## src/hw/rtl/mm4_pkg.sv

```systemverilog
package mm4_pkg;

  localparam int DIM     = 4;
  localparam int ELEMS   = DIM * DIM;
  localparam int ELEM_W  = 32;
  localparam int PROD_W  = 2 * ELEM_W;
  localparam int SUM_W   = PROD_W + 2;
  localparam int IDX_W   = 4;

  typedef logic signed [ELEM_W-1:0] elem_t;
  typedef logic signed [PROD_W-1:0] prod_t;
  typedef logic signed [SUM_W-1:0]  sum_t;
  typedef logic [IDX_W-1:0]         idx_t;

  localparam elem_t ELEM_MAX = {1'b0, {(ELEM_W-1){1'b1}}};
  localparam elem_t ELEM_MIN = {1'b1, {(ELEM_W-1){1'b0}}};
  localparam idx_t  IDX_LAST = idx_t'(ELEMS - 1);

  typedef enum logic {
    ST_LOAD,
    ST_RUN
  } state_t;

  // travels alongside the datapath stages
  typedef struct packed {
    logic valid;
    idx_t idx;
  } ctrl_t;

endpackage

```

## src/hw/rtl/mm4_lane.sv

```systemverilog
module mm4_lane (
  input  logic           clk,
  input  logic           en,
  input  mm4_pkg::elem_t a,
  input  mm4_pkg::elem_t b,
  output mm4_pkg::prod_t product
);

  // full signed 32x32 product, registered
  always_ff @(posedge clk) begin
    if (en) begin
      product <= mm4_pkg::prod_t'(a) * mm4_pkg::prod_t'(b);
    end
  end

endmodule

```

## config.mk

```make
export PLATFORM = sky130hd
export DESIGN_NAME = mm4_lane
export DESIGN_NICKNAME = d
export VERILOG_FILES = /design/src/hw/rtl/mm4_pkg.sv /design/src/hw/rtl/mm4_lane.sv
export SDC_FILE = /design/constraint.sdc
export NUM_CORES = 2
export LEC_CHECK = 0
export BUFFER_PORTS_ARGS = -buffer_cell sky130_fd_sc_hd__buf_2
export CORE_ASPECT_RATIO = 0.6
export CORE_UTILIZATION = 55
export CTS_CLUSTER_SIZE = 14
export DETAILED_ROUTE_END_ITERATION = 10
export PLACE_DENSITY = 0.72
export SETUP_SLACK_MARGIN = 0.1
export SLEW_MARGIN = 0
export SYNTH_ARGS = -nofsm -noshare
export SYNTH_HDL_FRONTEND = slang
export SYNTH_SLANG_ARGS = --single-unit
```

## constraint.sdc

```tcl
create_clock -name clk -period 19.8 [get_ports clk]
set_clock_uncertainty 0.2 [all_clocks]
set_input_delay 2.97 -clock clk [delete_from_list [all_inputs] [get_ports clk]]
set_output_delay 2.97 -clock clk [all_outputs]
set_load 0.01 [all_outputs]
```

[After elaboration in Yosys (flattened, before gate mapping)]
Index checks and enable logic that the tools add are counted.
Cells by class
  $mul: 1
Operators by type and width (count)
  multiplier 32 x 32 -> 64 bit: 1
Storage, ports and cells
  register bits after elaboration: 64
  input bits: 66
  output and inout bits: 64
  word-level logic and storage cells: 2

[Logic depth before layout (Yosys ltp)]
  word-level depth: 1
  gate-level depth with buffers: 28
  depth with buffers taken out: 27

[Worst setup path before layout]
OpenSTA, ideal clock, no wires.
  path type: in2reg
  start: input b[2]
  end: register product[62] (data pin)
  path buffers: 1
  data arrival time: 10.098 ns
  required time: 19.331 ns
  slack: 9.233 ns
  stages on the path: 24
  cell sequence: clkbuf_1 > nand2_1 > inv_1 > fa_1 > fa_1 > fa_1 > fa_1 > inv_1 > fa_1 > inv_1 > fa_1 > inv_1 > fa_1 > inv_1 > fa_1 > ha_1 > and3_1 > nand2_1 > or3_1 > o22a_1 > o211ai_1 > a31oi_1 > o31ai_1 > xor2_1
On the way
  longest elaborated chain between the ends: 1
RTL lines
  from (decl): line mm4_lane.sv:5  | input mm4_pkg::elem_t b,
  multiplier 32 x 32 -> 64 bit: line mm4_lane.sv:12  | product <= mm4_pkg::prod_t'(a) * mm4_pkg::prod_t'(b);
  to (signal assigned): line mm4_lane.sv:12
  to (decl): line mm4_lane.sv:6  | output mm4_pkg::prod_t product
No other way between the ends.
A chain may end at the register's enable or synchronous reset.

[Worst setup path after layout]
Ends and elaborated chain as after synthesis.

==> metrics.txt <==
status=finished, final reports clean; metal2 WL=36600 um; complex-gate fraction of the synthesized area=0.0341; Worst Hold Class=primary input to flip-flop; met1 WL=47800 um; via count=26066; Yosys cell types=63; post-synthesis mux area share=0; Post-CTS Setup Bufs=0; initial core utilization=0.557; Finish-stage setup viols=0; max FFs per register=64; Crit path largest cell delay=0.92 ns; simple-gate share of the synthesized area=0.151; Remaining DRCs=0; Fmax achieved=0.0882 GHz; slowest CP cell=fa_1; Die H=205 um; cell count after synthesis=3884; die area=70000 um^2; CP Launch Type=primary input; Core ar.=68100 um^2; #FFs+latches synth=64; number of primary I/O pins=130; crit end category=flip-flop; Mapped Area=37900 um^2; post-cts resize count=0; Crit path max-delay family=adder cells; # nets final=5167; adder-cell share of the synthesized area=0.633; vias in the first global route=27362; post-synthesis xor/xnor area fraction=0.0173; number of buffers created by CTS=9; Yosys top cell area share=0.572; largest net degree at the start of global routing=65; synthesis-to-finish area growth=3.79%; most frequent cells in the layout=fa_1 (1082), inv_1 (952), and2_1 (516), nand2_1 (511), ha_1 (184); crit path kind=primary input to flip-flop; Detailed Route Iter0 Violations=2731; total grt overflow=0; CTS tree=yes; RSZ-0062 raised after global routing=false; Pre-antenna DRT Iters=5; crit path max fanout=32; EDFF count, synth=64; Tcrit/Tclk final=0.572; Clock Tree Buf Depth=2; Async SR Flop Fraction=0; CTS root buf=clkbuf_16; ANT nets after route=0; Max Cap Violations=0; hold buffers post-CTS=0; htree depth=3; Final Core Density=0.578; die width=341 um; wire length on met3=21200 um; crit path cell chain=buf_2 > nand2_1 > inv_1 > fa_1 > fa_1 > fa_1 > fa_1 > inv_1 > fa_1 > inv_1 > fa_1 > inv_1 > fa_1 > inv_1 > fa_1 > ha_1 > and3_1 > nand2_1 > or3_1 > o211ai_1 > a31oi_1 > o31ai_1 > xor2_1; Slew @ Worst Pin=1.14 ns; endpoints failing hold=0; top cells by area, synth=fa_1 (57%), inv_1 (9.4%), and2_1 (8.5%), ha_1 (6.1%), edfxtp_1 (5.1%); Syn. warnings=0; GRT Total Usage=0.328; most common cell after layout, fill and taps aside=fa_1; Top cell by count, worst path=fa_1; GPL Wtd Cong=0.956; clock sinks=64; Slew Limit Fails=0; Via density=5.48; Buffers & Inverters on Critical Path=6; initial antenna violation count=5; Seq/Total Area, Yosys=0.0507; post-synth top area cell=fa_1; main flop type after synthesis=edfxtp_1; min Tclk post-route=11.33 ns; crit path DAT=11.24 ns; net count after synthesis=5216; Setup TNS=0 ns; DR WL/cell=22.4 um; Biggest register=product; Rel. slew slack=0.241; Final HPWL DP=87600 um; CTS clk-pin slew, worst paths=0.06 ns; IO Port Bufs=129; Largest regs=product x64; main combinational cell family by area after synthesis=adder cells; Detailed Route WL=106000 um; Top Layer Used=met5; first-pass GRT wire length=170000 um; site row count=74; Critical Path RT=19.71 ns; synthesized area per cell=9.75 um^2; ratio of cells with drive above 1 in the final layout=0.0461
-- cells in the mapped netlist, drive strengths merged (8+ instances only) --
cell type	number
xnor2	53
nand3	15
o21bai	15
ha	184
and3	9
a211oi	8
a21oi	68
inv	952
nand2b	9
a21o	25
nand2	511
o21ai	31
fa	1082
a31oi	13
xor2	22
and2	516
clkbuf	195
nor2	42
edfxtp	64
-- cell type report --
type,instances,area (um^2)
diodes,3,7.51
multi-input cells,2668,31600
fillers,5820,28700
inverters,952,3570
clock buffers,10,229
well taps,912,1140
repair buffers,140,728
flip-flops and latches,64,1920
clock inverters,5,82.6
-- cells by family after synthesis --
family	Yosys count
AO/OA/AOI/OAI	193
XOR/XNOR	75
flip-flops	64
AND/OR/NAND/NOR	1134
adder cells (fa/ha/maj)	1266
buffers and inverters	1152
-- stage by stage --
step	hold slack (ns)	instance area [um^2]	instances	setup WS, ns
6_report	3.13	39300	4754	8.47
5_1_grt	3.14	39300	4752	8.13
4_1_cts	3.10	39300	4751	8.62
3_5_place_dp	3.18	39000	4736	8.24
3_3_place_gp	3.18	39000	4736	8.36
2_1_floorplan	2.88	37900	3884	9.23
-- layer usage --
layer | vias up | global-route usage
li1 | 11000 | -
met1 | 13360 | 0.520
met2 | 1647 | 0.372
met3 | 57 | 0.198
met4 | 2 | 0.0405
met5 | - | 0.0125
-- worst paths after layout --
path | slack [ns] | cells past startpoint | from | end
worst max-delay path | 8.47 | 23 | b[2] | product[62]
worst min-delay path | 3.13 | 3 | a[0] | product[0]
Power is not shown: default switching activity piles up to over one toggle a cycle in this logic, so the estimate is an artifact.
