===== src/hw/rtl/mm4_pkg.sv =====
package mm4_pkg;

  localparam int DIM     = 4;
  localparam int ELEMS   = DIM * DIM;
  localparam int ELEM_W  = 32;
  localparam int PROD_W  = 2 * ELEM_W;
  localparam int SUM_W   = PROD_W + 2;
  localparam int IDX_W   = 4;

  typedef logic signed [ELEM_W-1:0] elem_t;
  typedef logic signed [PROD_W-1:0] prod_t;
  typedef logic signed [SUM_W-1:0]  sum_t;
  typedef logic [IDX_W-1:0]         idx_t;

  localparam elem_t ELEM_MAX = {1'b0, {(ELEM_W-1){1'b1}}};
  localparam elem_t ELEM_MIN = {1'b1, {(ELEM_W-1){1'b0}}};
  localparam idx_t  IDX_LAST = idx_t'(ELEMS - 1);

  typedef enum logic {
    ST_LOAD,
    ST_RUN
  } state_t;

  // travels alongside the datapath stages
  typedef struct packed {
    logic valid;
    idx_t idx;
  } ctrl_t;

endpackage


===== src/hw/rtl/mm4_merge.sv =====
module mm4_merge #(
  parameter int FRAC_BITS = 16
) (
  input  logic           clk,
  input  logic           rst,
  input  logic           en,
  input  mm4_pkg::ctrl_t ctrl_in,
  input  mm4_pkg::prod_t lane_product [mm4_pkg::DIM],
  output logic           out_valid,
  output mm4_pkg::elem_t product_element,
  output mm4_pkg::idx_t  element_index,
  output logic           last
);

  mm4_pkg::sum_t  sum;
  mm4_pkg::ctrl_t ctrl_sum;
  mm4_pkg::sum_t  shifted;
  mm4_pkg::elem_t sat;
  logic [mm4_pkg::SUM_W-mm4_pkg::ELEM_W:0] upper;

  // stage 1: exact four-term sum
  always_ff @(posedge clk) begin
    if (en) begin
      sum <= mm4_pkg::sum_t'(lane_product[0]) + mm4_pkg::sum_t'(lane_product[1])
           + mm4_pkg::sum_t'(lane_product[2]) + mm4_pkg::sum_t'(lane_product[3]);
    end
  end

  always_ff @(posedge clk) begin
    if (rst) begin
      ctrl_sum <= '0;
    end else if (en) begin
      ctrl_sum <= ctrl_in;
    end
  end

  // arithmetic shift rounds toward minus infinity, then clamp
  always_comb begin
    shifted = sum >>> FRAC_BITS;
    upper   = shifted[mm4_pkg::SUM_W-1:mm4_pkg::ELEM_W-1];
    if (~|upper || &upper) begin
      sat = shifted[mm4_pkg::ELEM_W-1:0];
    end else if (sum[mm4_pkg::SUM_W-1]) begin
      sat = mm4_pkg::ELEM_MIN;
    end else begin
      sat = mm4_pkg::ELEM_MAX;
    end
  end

  // stage 2: output register
  always_ff @(posedge clk) begin
    if (rst) begin
      out_valid <= 1'b0;
    end else if (en) begin
      out_valid <= ctrl_sum.valid;
    end
  end

  always_ff @(posedge clk) begin
    if (en) begin
      product_element <= sat;
      element_index   <= ctrl_sum.idx;
      last            <= (ctrl_sum.idx == mm4_pkg::IDX_LAST);
    end
  end

endmodule


===== config.mk =====
export PLATFORM = sky130hd
export DESIGN_NAME = mm4_merge
export DESIGN_NICKNAME = d
export VERILOG_FILES = /design/src/hw/rtl/mm4_pkg.sv /design/src/hw/rtl/mm4_merge.sv
export SDC_FILE = /design/constraint.sdc
export NUM_CORES = 1
export LEC_CHECK = 0
export BUFFER_PORTS_ARGS = -buffer_cell sky130_fd_sc_hd__buf_2
export CORE_ASPECT_RATIO = 0.8
export CORE_MARGIN = 2
export CORE_UTILIZATION = 50
export DETAILED_ROUTE_END_ITERATION = 10
export GPL_TIMING_DRIVEN = 0
export PLACE_DENSITY = 0.77
export SLEW_MARGIN = 25
export SYNTH_ARGS = -nofsm -noshare
export SYNTH_HDL_FRONTEND = slang
export SYNTH_SLANG_ARGS = --single-unit

===== constraint.sdc =====
create_clock -name clk -period 8.35 [get_ports clk]
set_input_delay 0.835 -clock clk [delete_from_list [all_inputs] [get_ports clk]]
set_output_delay 0.835 -clock clk [all_outputs]
set_load 0.1 [all_outputs]

# Word level (Yosys, flattened, before mapping)
# Index checks and enable logic that the tools add are counted.
totals:
  inputBits: 264
  regBits: 109
  wordCells: 17
  out_inout_bits: 38
classes:
  muxes: 2
  n_addsub: 3
  n_eq_ne: 1
  reduce_logical: 4
ops:
  columns: ["operator", "count"]
  rows:
  - ["$add 65x64->66", 1]
  - ["$add 66x64->66", 1]
  - ["$add 64x64->65", 1]
  - ["$mux 32", 2]
  - ["$reduce_and 19->1", 1]
  - ["$reduce_or 19->1", 1]
  - ["$eq 4x4->1 const B", 1]
  - ["$logic_not 1->1", 1]
  - ["$logic_or 1x1->1", 1]

# Longest topological paths before layout
# Gate-level depths: netlist of the first run.
depth:
  ltp_word: 4
  depth_mapped: 15
  depth_no_buf: 14

# Worst setup path after synthesis of the first run
# OpenSTA, ideal clock, no wires.
synth_timing:
  path_kind: "input to register"
  startpoint: "in lane_product[16] (netlist name)"
  endpoint: "reg sum[58] (data pin)"
  stages: 15
  t_required_ns: 8.092
  setup_time_ns: 0.258
  n_path_buf: 1
  arrival_ns: 4.018
  slack_ns: 4.074
  path_cell_list: "inv_1 > fa_1 > inv_1 > fa_1 > ha_1 > buf_6 > a21o_1 > or2_4 > o32ai_4 > a2111oi_4 > o311ai_2 > nand3_2 > a41o_1 > a21oi_2 > xnor2_1"
synth_between:
  elab_chain_len: 1
synth_lines:
  columns: ["item", "line", "text"]
  rows:
  - ["start, declared", "mm4_merge.sv:8", "input mm4_pkg::prod_t lane_product [mm4_pkg::DIM],"]
  - ["$add 66x64->66", "mm4_merge.sv:25", "+ mm4_pkg::sum_t'(lane_product[2]) + mm4_pkg::sum_t'(lane_product[3]);"]
  - ["end signal, assigned", "mm4_merge.sv:24", "sum <= mm4_pkg::sum_t'(lane_product[0]) + mm4_pkg::sum_t'(lane_product[1])"]
  - ["end, declared", "mm4_merge.sv:15", "mm4_pkg::sum_t sum;"]
# Every way passes these cells.
# A chain may end at the register's enable or synchronous reset.

# Worst setup path after layout of the first run
layout_timing:
  startpoint: "in lane_product[2] (netlist name)"
  endpoint: "reg sum[63] (data pin)"
# The elaborated chain is that of the path after synthesis.

==> flow_summary_export.csv, run 1 <==
group,metric,value,unit
synth,ys.flop_type,"edfxtp_1",
synth,ys_types,79,
sta,tns,0,ps
clock_network,hold_buffers,0,
clock_network,cts_made_buffers,9,
floorplanning,io_pins,302,
detailed_routing,wl,23500,um
detailed_routing,first_pass_iters,5,
synth,syn_nets,1564,
sta,finalHoldViolations,0,
layout,fin_area,12700,sq um
power,power.leakage,6.91,nW
job,maxCapViolCount,0,
synth,yosysMostFrequentCell,"inv_1",
synth,seq_area_frac_synth,26.0,%
placement,dp_hpwl,20200,um
synth,ys_async_sr_fraction,0,%
clock_network,cts_sinks,93,
floorplanning,row_count,47,
clock_network,cts.clk_slew.worst_paths,70,ps
sta,period_minus_slack,4670,ps
sta,skew,7.63,ps
floorplanning,dieArea,22200,sq um
sta,relSlewSlack,40.3,%
synth,synth_edf_count,87,
floorplanning,core,20600,sq um
layout,nNetsFinal,1877,
clock_network,cts_htree_levels,3,
min_path,hold_path_class,"reg2reg",
synth,netlist_area,10500,sq um
sta,fmax,214,MHz
setup_path,worst_setup_path_start_kind,"input port",
placement,gp_congestion,0.884,
global_route,grt_overflow,0,
detailed_routing,detail_route.wl_per_cell,13.9,um
sta,setup_viol,0,
clock_network,clock_path_buffers,2,
layout,areaGrowthSynthToFinish,20.5,%
global_route,grt_antenna_before_repair,0,
floorplanning,start_util,51.0,%
placement,port-buffer-count,301,
clock_network,cts_tree,"built",
synth,ys_top_cells_by_area,"edfxtp_1 (25%), fa_1 (24%), inv_1 (12%)",
global_route,grt_usage,22.3,%
setup_path,crit_arrival,4750,ps
sta,worstMarginPinSlew,889,ps
synth,avgSynthCellArea,9.49,sq um
global_route,grt_max_degree,57,
detailed_routing,antenna_left,0,
power,power,0.00329,W
detailed_routing,num_vias,8459,
synth,ys_warn_count,0,
global_route,grt_pass1_wl,40400,um
setup_path,reg2regPathDepth,6,
setup_path,cp.required,8430,ps
layout,diodes,0,
sta,slew_viol_final,0,
placement,placed_area,12400,sq um
global_route,grt_pass1_vias,8676,
clock_network,cts.root.buffer_cell,"clkbuf_16",
setup_path,critPathKind,"in2reg",
layout,drive_above_1_share,24.8,%
synth,synth_seq_cells,93,
layout,fillers,1745,
clock_network,postCtsSetupBuffers,0,
clock_network,clkLatencyLatePin,340,ps
detailed_routing,via_per_inst,4.99,
synth,synth_top_area_share,24.8,%
layout,finish.utilization,61.4,%
sta,min_period_over_period,55.9,%
status,status,"completed",
min_path,hold_depth,0,
detailed_routing,first_iter_violations,413,
sta,rsz0062_at_grt,"false",
setup_path,path_max_fanout,4,
synth,synth_top_area_cell,"edfxtp_1",
clock_network,post_cts_resized,0,
power,p_per_area,260,nW/um^2
setup_path,endpoint_kind,"flop",
synth,synth_cells,1109,
synth,synthTopCellsByCount,"inv_1 (350), fa_1 (128), edfxtp_1 (87), a21o_1 (71), a21oi_1 (64)",
floorplanning,die_h,134,um
detailed_routing,drc,0,
floorplanning,chipWidth,166,um
power,ir_drop,0.112,mV
==> worst paths after layout <==
path	startpoint	end	slack, ps
setup reg to reg	sum[58]	product_element[3]	5610
setup / recovery	lane_product[2]	sum[63]	3680
hold / removal	ctrl_sum[0]	element_index[0]	460
hold reg to reg	ctrl_sum[0]	element_index[0]	460
==> layout make-up <==
| cell class | count | area, sq um | share of cell area [%] |
|---|---|---|---|
| Buffer | 29 | 191 | 1.51 |
| Clock buffer | 9 | 225 | 1.78 |
| Clock inverter | 7 | 55.1 | 0.434 |
| Inverter | 351 | 1320 | 10.4 |
| Multi-Input combinational cell | 636 | 6290 | 49.6 |
| Sequential cell | 93 | 2730 | 21.5 |
| Tap cell | 269 | 337 | 2.65 |
| Timing Repair Buffer | 302 | 1540 | 12.1 |
==> cell families after synthesis <==
logic type               share of synthesized area [%]
AO/OA/AOI/OAI                                     15.6
multiplexers                                     0.571
flip-flops                                        26.0
buffers and inverters                             14.3
adder cells (fa/ha/maj)                           31.8
XOR/XNOR                                          4.00
AND/OR/NAND/NOR                                   7.66
==> report_power, final <==
group	leakage, nW	total (W)	switching [W]	internal, W
sequential	0.903	0.000857	0.0000708	0.000786
combinational	5.87	0.00205	0.00130	0.000741
clock	0.139	0.000389	0.000183	0.000206
total	6.91	0.00329	0.00156	0.00173
==> registers in the layout (all words and copies together) (netlist names) <==
signal / cells
last: 1
product_element: 32
ctrl_sum: 5
sum: 50
out_valid: 1
element_index: 4
==> worst max-delay path: stages <==
cell       delay, ps
buf_2             80
inv_1             40
fa_1             500
fa_1             510
inv_1             50
ha_1             280
nand4b_1         180
a221oi_4         370
a41oi_2          260
a2111oi_4        690
o31a_1           240
o21bai_2         130
o21ai_2          250
a31oi_1          150
xnor2_1          170
==> per-layer routing <==
layer  track usage [%]  vias to the layer above  routed length, um
met2              38.2                      287              11100
met3              3.68                       31               1570
li1                  -                     4174                  -
met1              29.5                     3967              10400
met5                 0                        -                  0
met4              6.43                        0                471
==> placed cells by master, fill, tap and decap left out, types with 4 or more instances in the layout <==
cell | Yosys | layout
nor2_1 | 31 | 31
clkbuf_1 | 17 | 17
inv_1 | 350 | 350
mux2i_1 | 6 | 6
edfxtp_1 | 87 | 87
nor3_1 | 10 | 10
buf_4 | 3 | 4
xnor2_1 | 32 | 32
buf_6 | 5 | 5
fa_1 | 128 | 128
ha_1 | 63 | 63
nor2b_1 | 5 | 5
a21o_1 | 71 | 71
nor4_1 | 6 | 6
dfxtp_1 | 6 | 6
o21ai_0 | 19 | 19
clkbuf_16 | 0 | 9
a31oi_1 | 5 | 5
buf_2 | 0 | 300
nand2_1 | 45 | 45
xor2_1 | 16 | 16
o21bai_1 | 12 | 12
nand4_1 | 29 | 29
nand3_1 | 7 | 7
a221oi_1 | 4 | 4
o21ai_1 | 15 | 15
a21oi_1 | 64 | 64
==> per-stage QoR <==
stage | std cells | worst slack, ps | hold slack (ps)
final | 1696 | 3680 | 459
after floorplan | 1109 | 4070 | 422
after global routing | 1696 | 3480 | 476
after CTS | 1696 | 3740 | 460
after detailed placement | 1680 | 3420 | 442
after global placement | 1679 | 3460 | 440
Power figures use the tool's default switching activity.
==> inputs of run 2 (changes only) <==
--- a/config.mk
+++ b/config.mk
@@ -8,10 +8,10 @@
 export BUFFER_PORTS_ARGS = -buffer_cell sky130_fd_sc_hd__buf_2
 export CORE_ASPECT_RATIO = 0.8
 export CORE_MARGIN = 2
-export CORE_UTILIZATION = 50
+export CORE_UTILIZATION = 49
 export DETAILED_ROUTE_END_ITERATION = 10
 export GPL_TIMING_DRIVEN = 0
-export PLACE_DENSITY = 0.77
+export PLACE_DENSITY = 0.79
 export SLEW_MARGIN = 25
 export SYNTH_ARGS = -nofsm -noshare
 export SYNTH_HDL_FRONTEND = slang
==> constraint.sdc (replaced) <==
create_clock -name clk -period 4.05 [get_ports clk]
set_input_delay 0.405 -clock clk [delete_from_list [all_inputs] [get_ports clk]]
set_output_delay 0.405 -clock clk [all_outputs]
set_load 0.1 [all_outputs]
==> run 2 against run 1 <==
Against the previous run: critical path depth grew 2; first-iteration DRC count grew 22%; critical path type unchanged; highest routed layer unchanged; sequential share of layout area shrank 0.29 points; sequential cell count is the same; via count grew 0.53%; combinational power grew 110%.
==> flow_summary_export.csv, run 2 (synthesis results as in run 1) <==
group,metric,value,unit
sta,worstMarginPinSlew,673,ps
job,maxCapViolCount,0,
clock_network,clock_path_buffers,2,
clock_network,cts_made_buffers,9,
layout,largest_reg_flops,50,
global_route,grt_max_degree,51,
floorplanning,dieArea,22700,sq um
power,power.leakage,6.98,nW
floorplanning,chipWidth,168,um
layout,finish.utilization,61.6,%
layout,top_regs,"sum x50, product_element x32, ctrl_sum x5",
clock_network,clkLatencyLatePin,340,ps
setup_path,endpoint_kind,"flop",
layout,final_cell_mix,"inv_1 (349), buf_2 (301), fa_1 (126), edfxtp_1 (87), a21o_1 (70)",
sta,fmax,253,MHz
detailed_routing,first_iter_violations,502,
setup_path,cp.required,4140,ps
detailed_routing,num_vias,8504,
sta,period_minus_slack,3950,ps
power,power,0.00691,W
min_path,hold_path_class,"in2reg",
sta,relSlewSlack,55.1,%
setup_path,critPathKind,"in2reg",
floorplanning,io_pins,302,
layout,drive_above_1_share,26.1,%
power,p_per_area,537,nW/um^2
sta,finalHoldViolations,0,
status,status,"completed",
detailed_routing,drc,0,
detailed_routing,via_per_inst,4.98,
clock_network,cts_sinks,93,
layout,max_flop_register,"sum",
global_route,grt_antenna_before_repair,1,
setup_path,worst_setup_path_start_kind,"input port",
sta,setup_viol,0,
clock_network,cts_htree_levels,3,
layout,final_common_cell,"inv_1",
clock_network,cts_tree,"built",
power,ir_drop,0.253,mV
layout,fillers,1789,
floorplanning,core,20900,sq um
sta,slew_viol_final,0,
global_route,grt_usage,21.3,%
sta,tns,0,ps
layout,nNetsFinal,1887,
placement,post-place-ws,-482,ps
placement,port-buffer-count,301,
detailed_routing,first_pass_iters,5,
sta,skew,7.53,ps
global_route,grt_pass1_vias,8332,
setup_path,path_max_fanout,5,
detailed_routing,detail_route.wl_per_cell,14.0,um
floorplanning,die_h,135,um
layout,fin_cells,1707,
sta,min_period_over_period,97.6,%
layout,areaGrowthSynthToFinish,22.2,%
detailed_routing,antenna_left,0,
clock_network,cts.root.buffer_cell,"clkbuf_16",
floorplanning,start_util,50.4,%
global_route,grt_overflow,0,
setup_path,crit_arrival,4040,ps
placement,gp_congestion,0.887,
sta,fin_ws,97.3,ps
placement,dp_hpwl,20300,um
global_route,grt_pass1_wl,38800,um
clock_network,cts.clk_slew.worst_paths,70,ps
placement,dpl.cell_count,1681,
floorplanning,row_count,47,
detailed_routing,wl,23900,um
-- run 2: cell types whose count changed in the layout (fill, tap and decap cells not counted), sizes merged --
cell      change
buf          +10
clkinv        +2
clkinvlp      -1
diode         +1
inv           -1
-- run 2: final cells by class --
cell class	count	area, sq um	area share, %
multi-input cells	636	6380	49.6
clock inverters	7	67.6	0.525
plain buffers	29	191	1.49
repair buffers	312	1600	12.5
well taps	269	337	2.62
inverters	351	1320	10.2
diodes	1	2.50	0.0195
flip-flops and latches	93	2730	21.3
clock buffers	9	225	1.75
-- run 2: metal layers --
metal / part of all wire, % / GRT usage, %
met2: 48 / 36.8
met5: 0 / 0
met4: 1.9 / 5.60
met1: 44 / 28.4
met3: 6.2 / 3.11
-- run 2: path summary, 6_finish.rpt --
| check | cells after the start | slack, ps | to | startpoint |
|---|---|---|---|---|
| min | 3 | 310 | ctrl_sum[1] | ctrl_in[1] |
| min reg2reg | 0 | 460 | element_index[2] | ctrl_sum[2] |
| max | 17 | 100 | sum[58] | lane_product[16] |
| max reg2reg | 7 | 1410 | product_element[1] | sum[65] |
-- run 2: through the flow --
step | hold slack (ps) | instance area, sq um
2_1_floorplan | 422 | 10500
3_3_place_gp | 435 | 12400
3_5_place_dp | 437 | 12400
4_1_cts | 290 | 12700
5_1_grt | 313 | 12900
6_report | 307 | 12900
-- run 2: repair_timing --
action | in CTS | in global routing
buffers inserted | 2 | 8
pin swaps | 1 | 24
hold buffers | 0 | 0
resized for setup | 1 | 15
endpoints found under the setup margin | 4 | 15
-- run 2: report_power, final --
part | internal (W) | switching, W
Combinational | 0.00159 | 0.00274
Sequential | 0.00162 | 0.000144
Clock | 0.000431 | 0.000386
Total | 0.00364 | 0.00327
-- run 2: worst max-delay path: stages --
cell and delay (ps):
buf_2 80, inv_1 40, fa_1 520, inv_1 50, fa_1 430, ha_1 290, buf_6 130, a21o_4 220
or2_4 260, o32ai_4 380, a2111oi_4 160, buf_4 170, o311ai_4 320, nand3_2 140, a41o_1 220, a21oi_2 130
xnor2_1 80
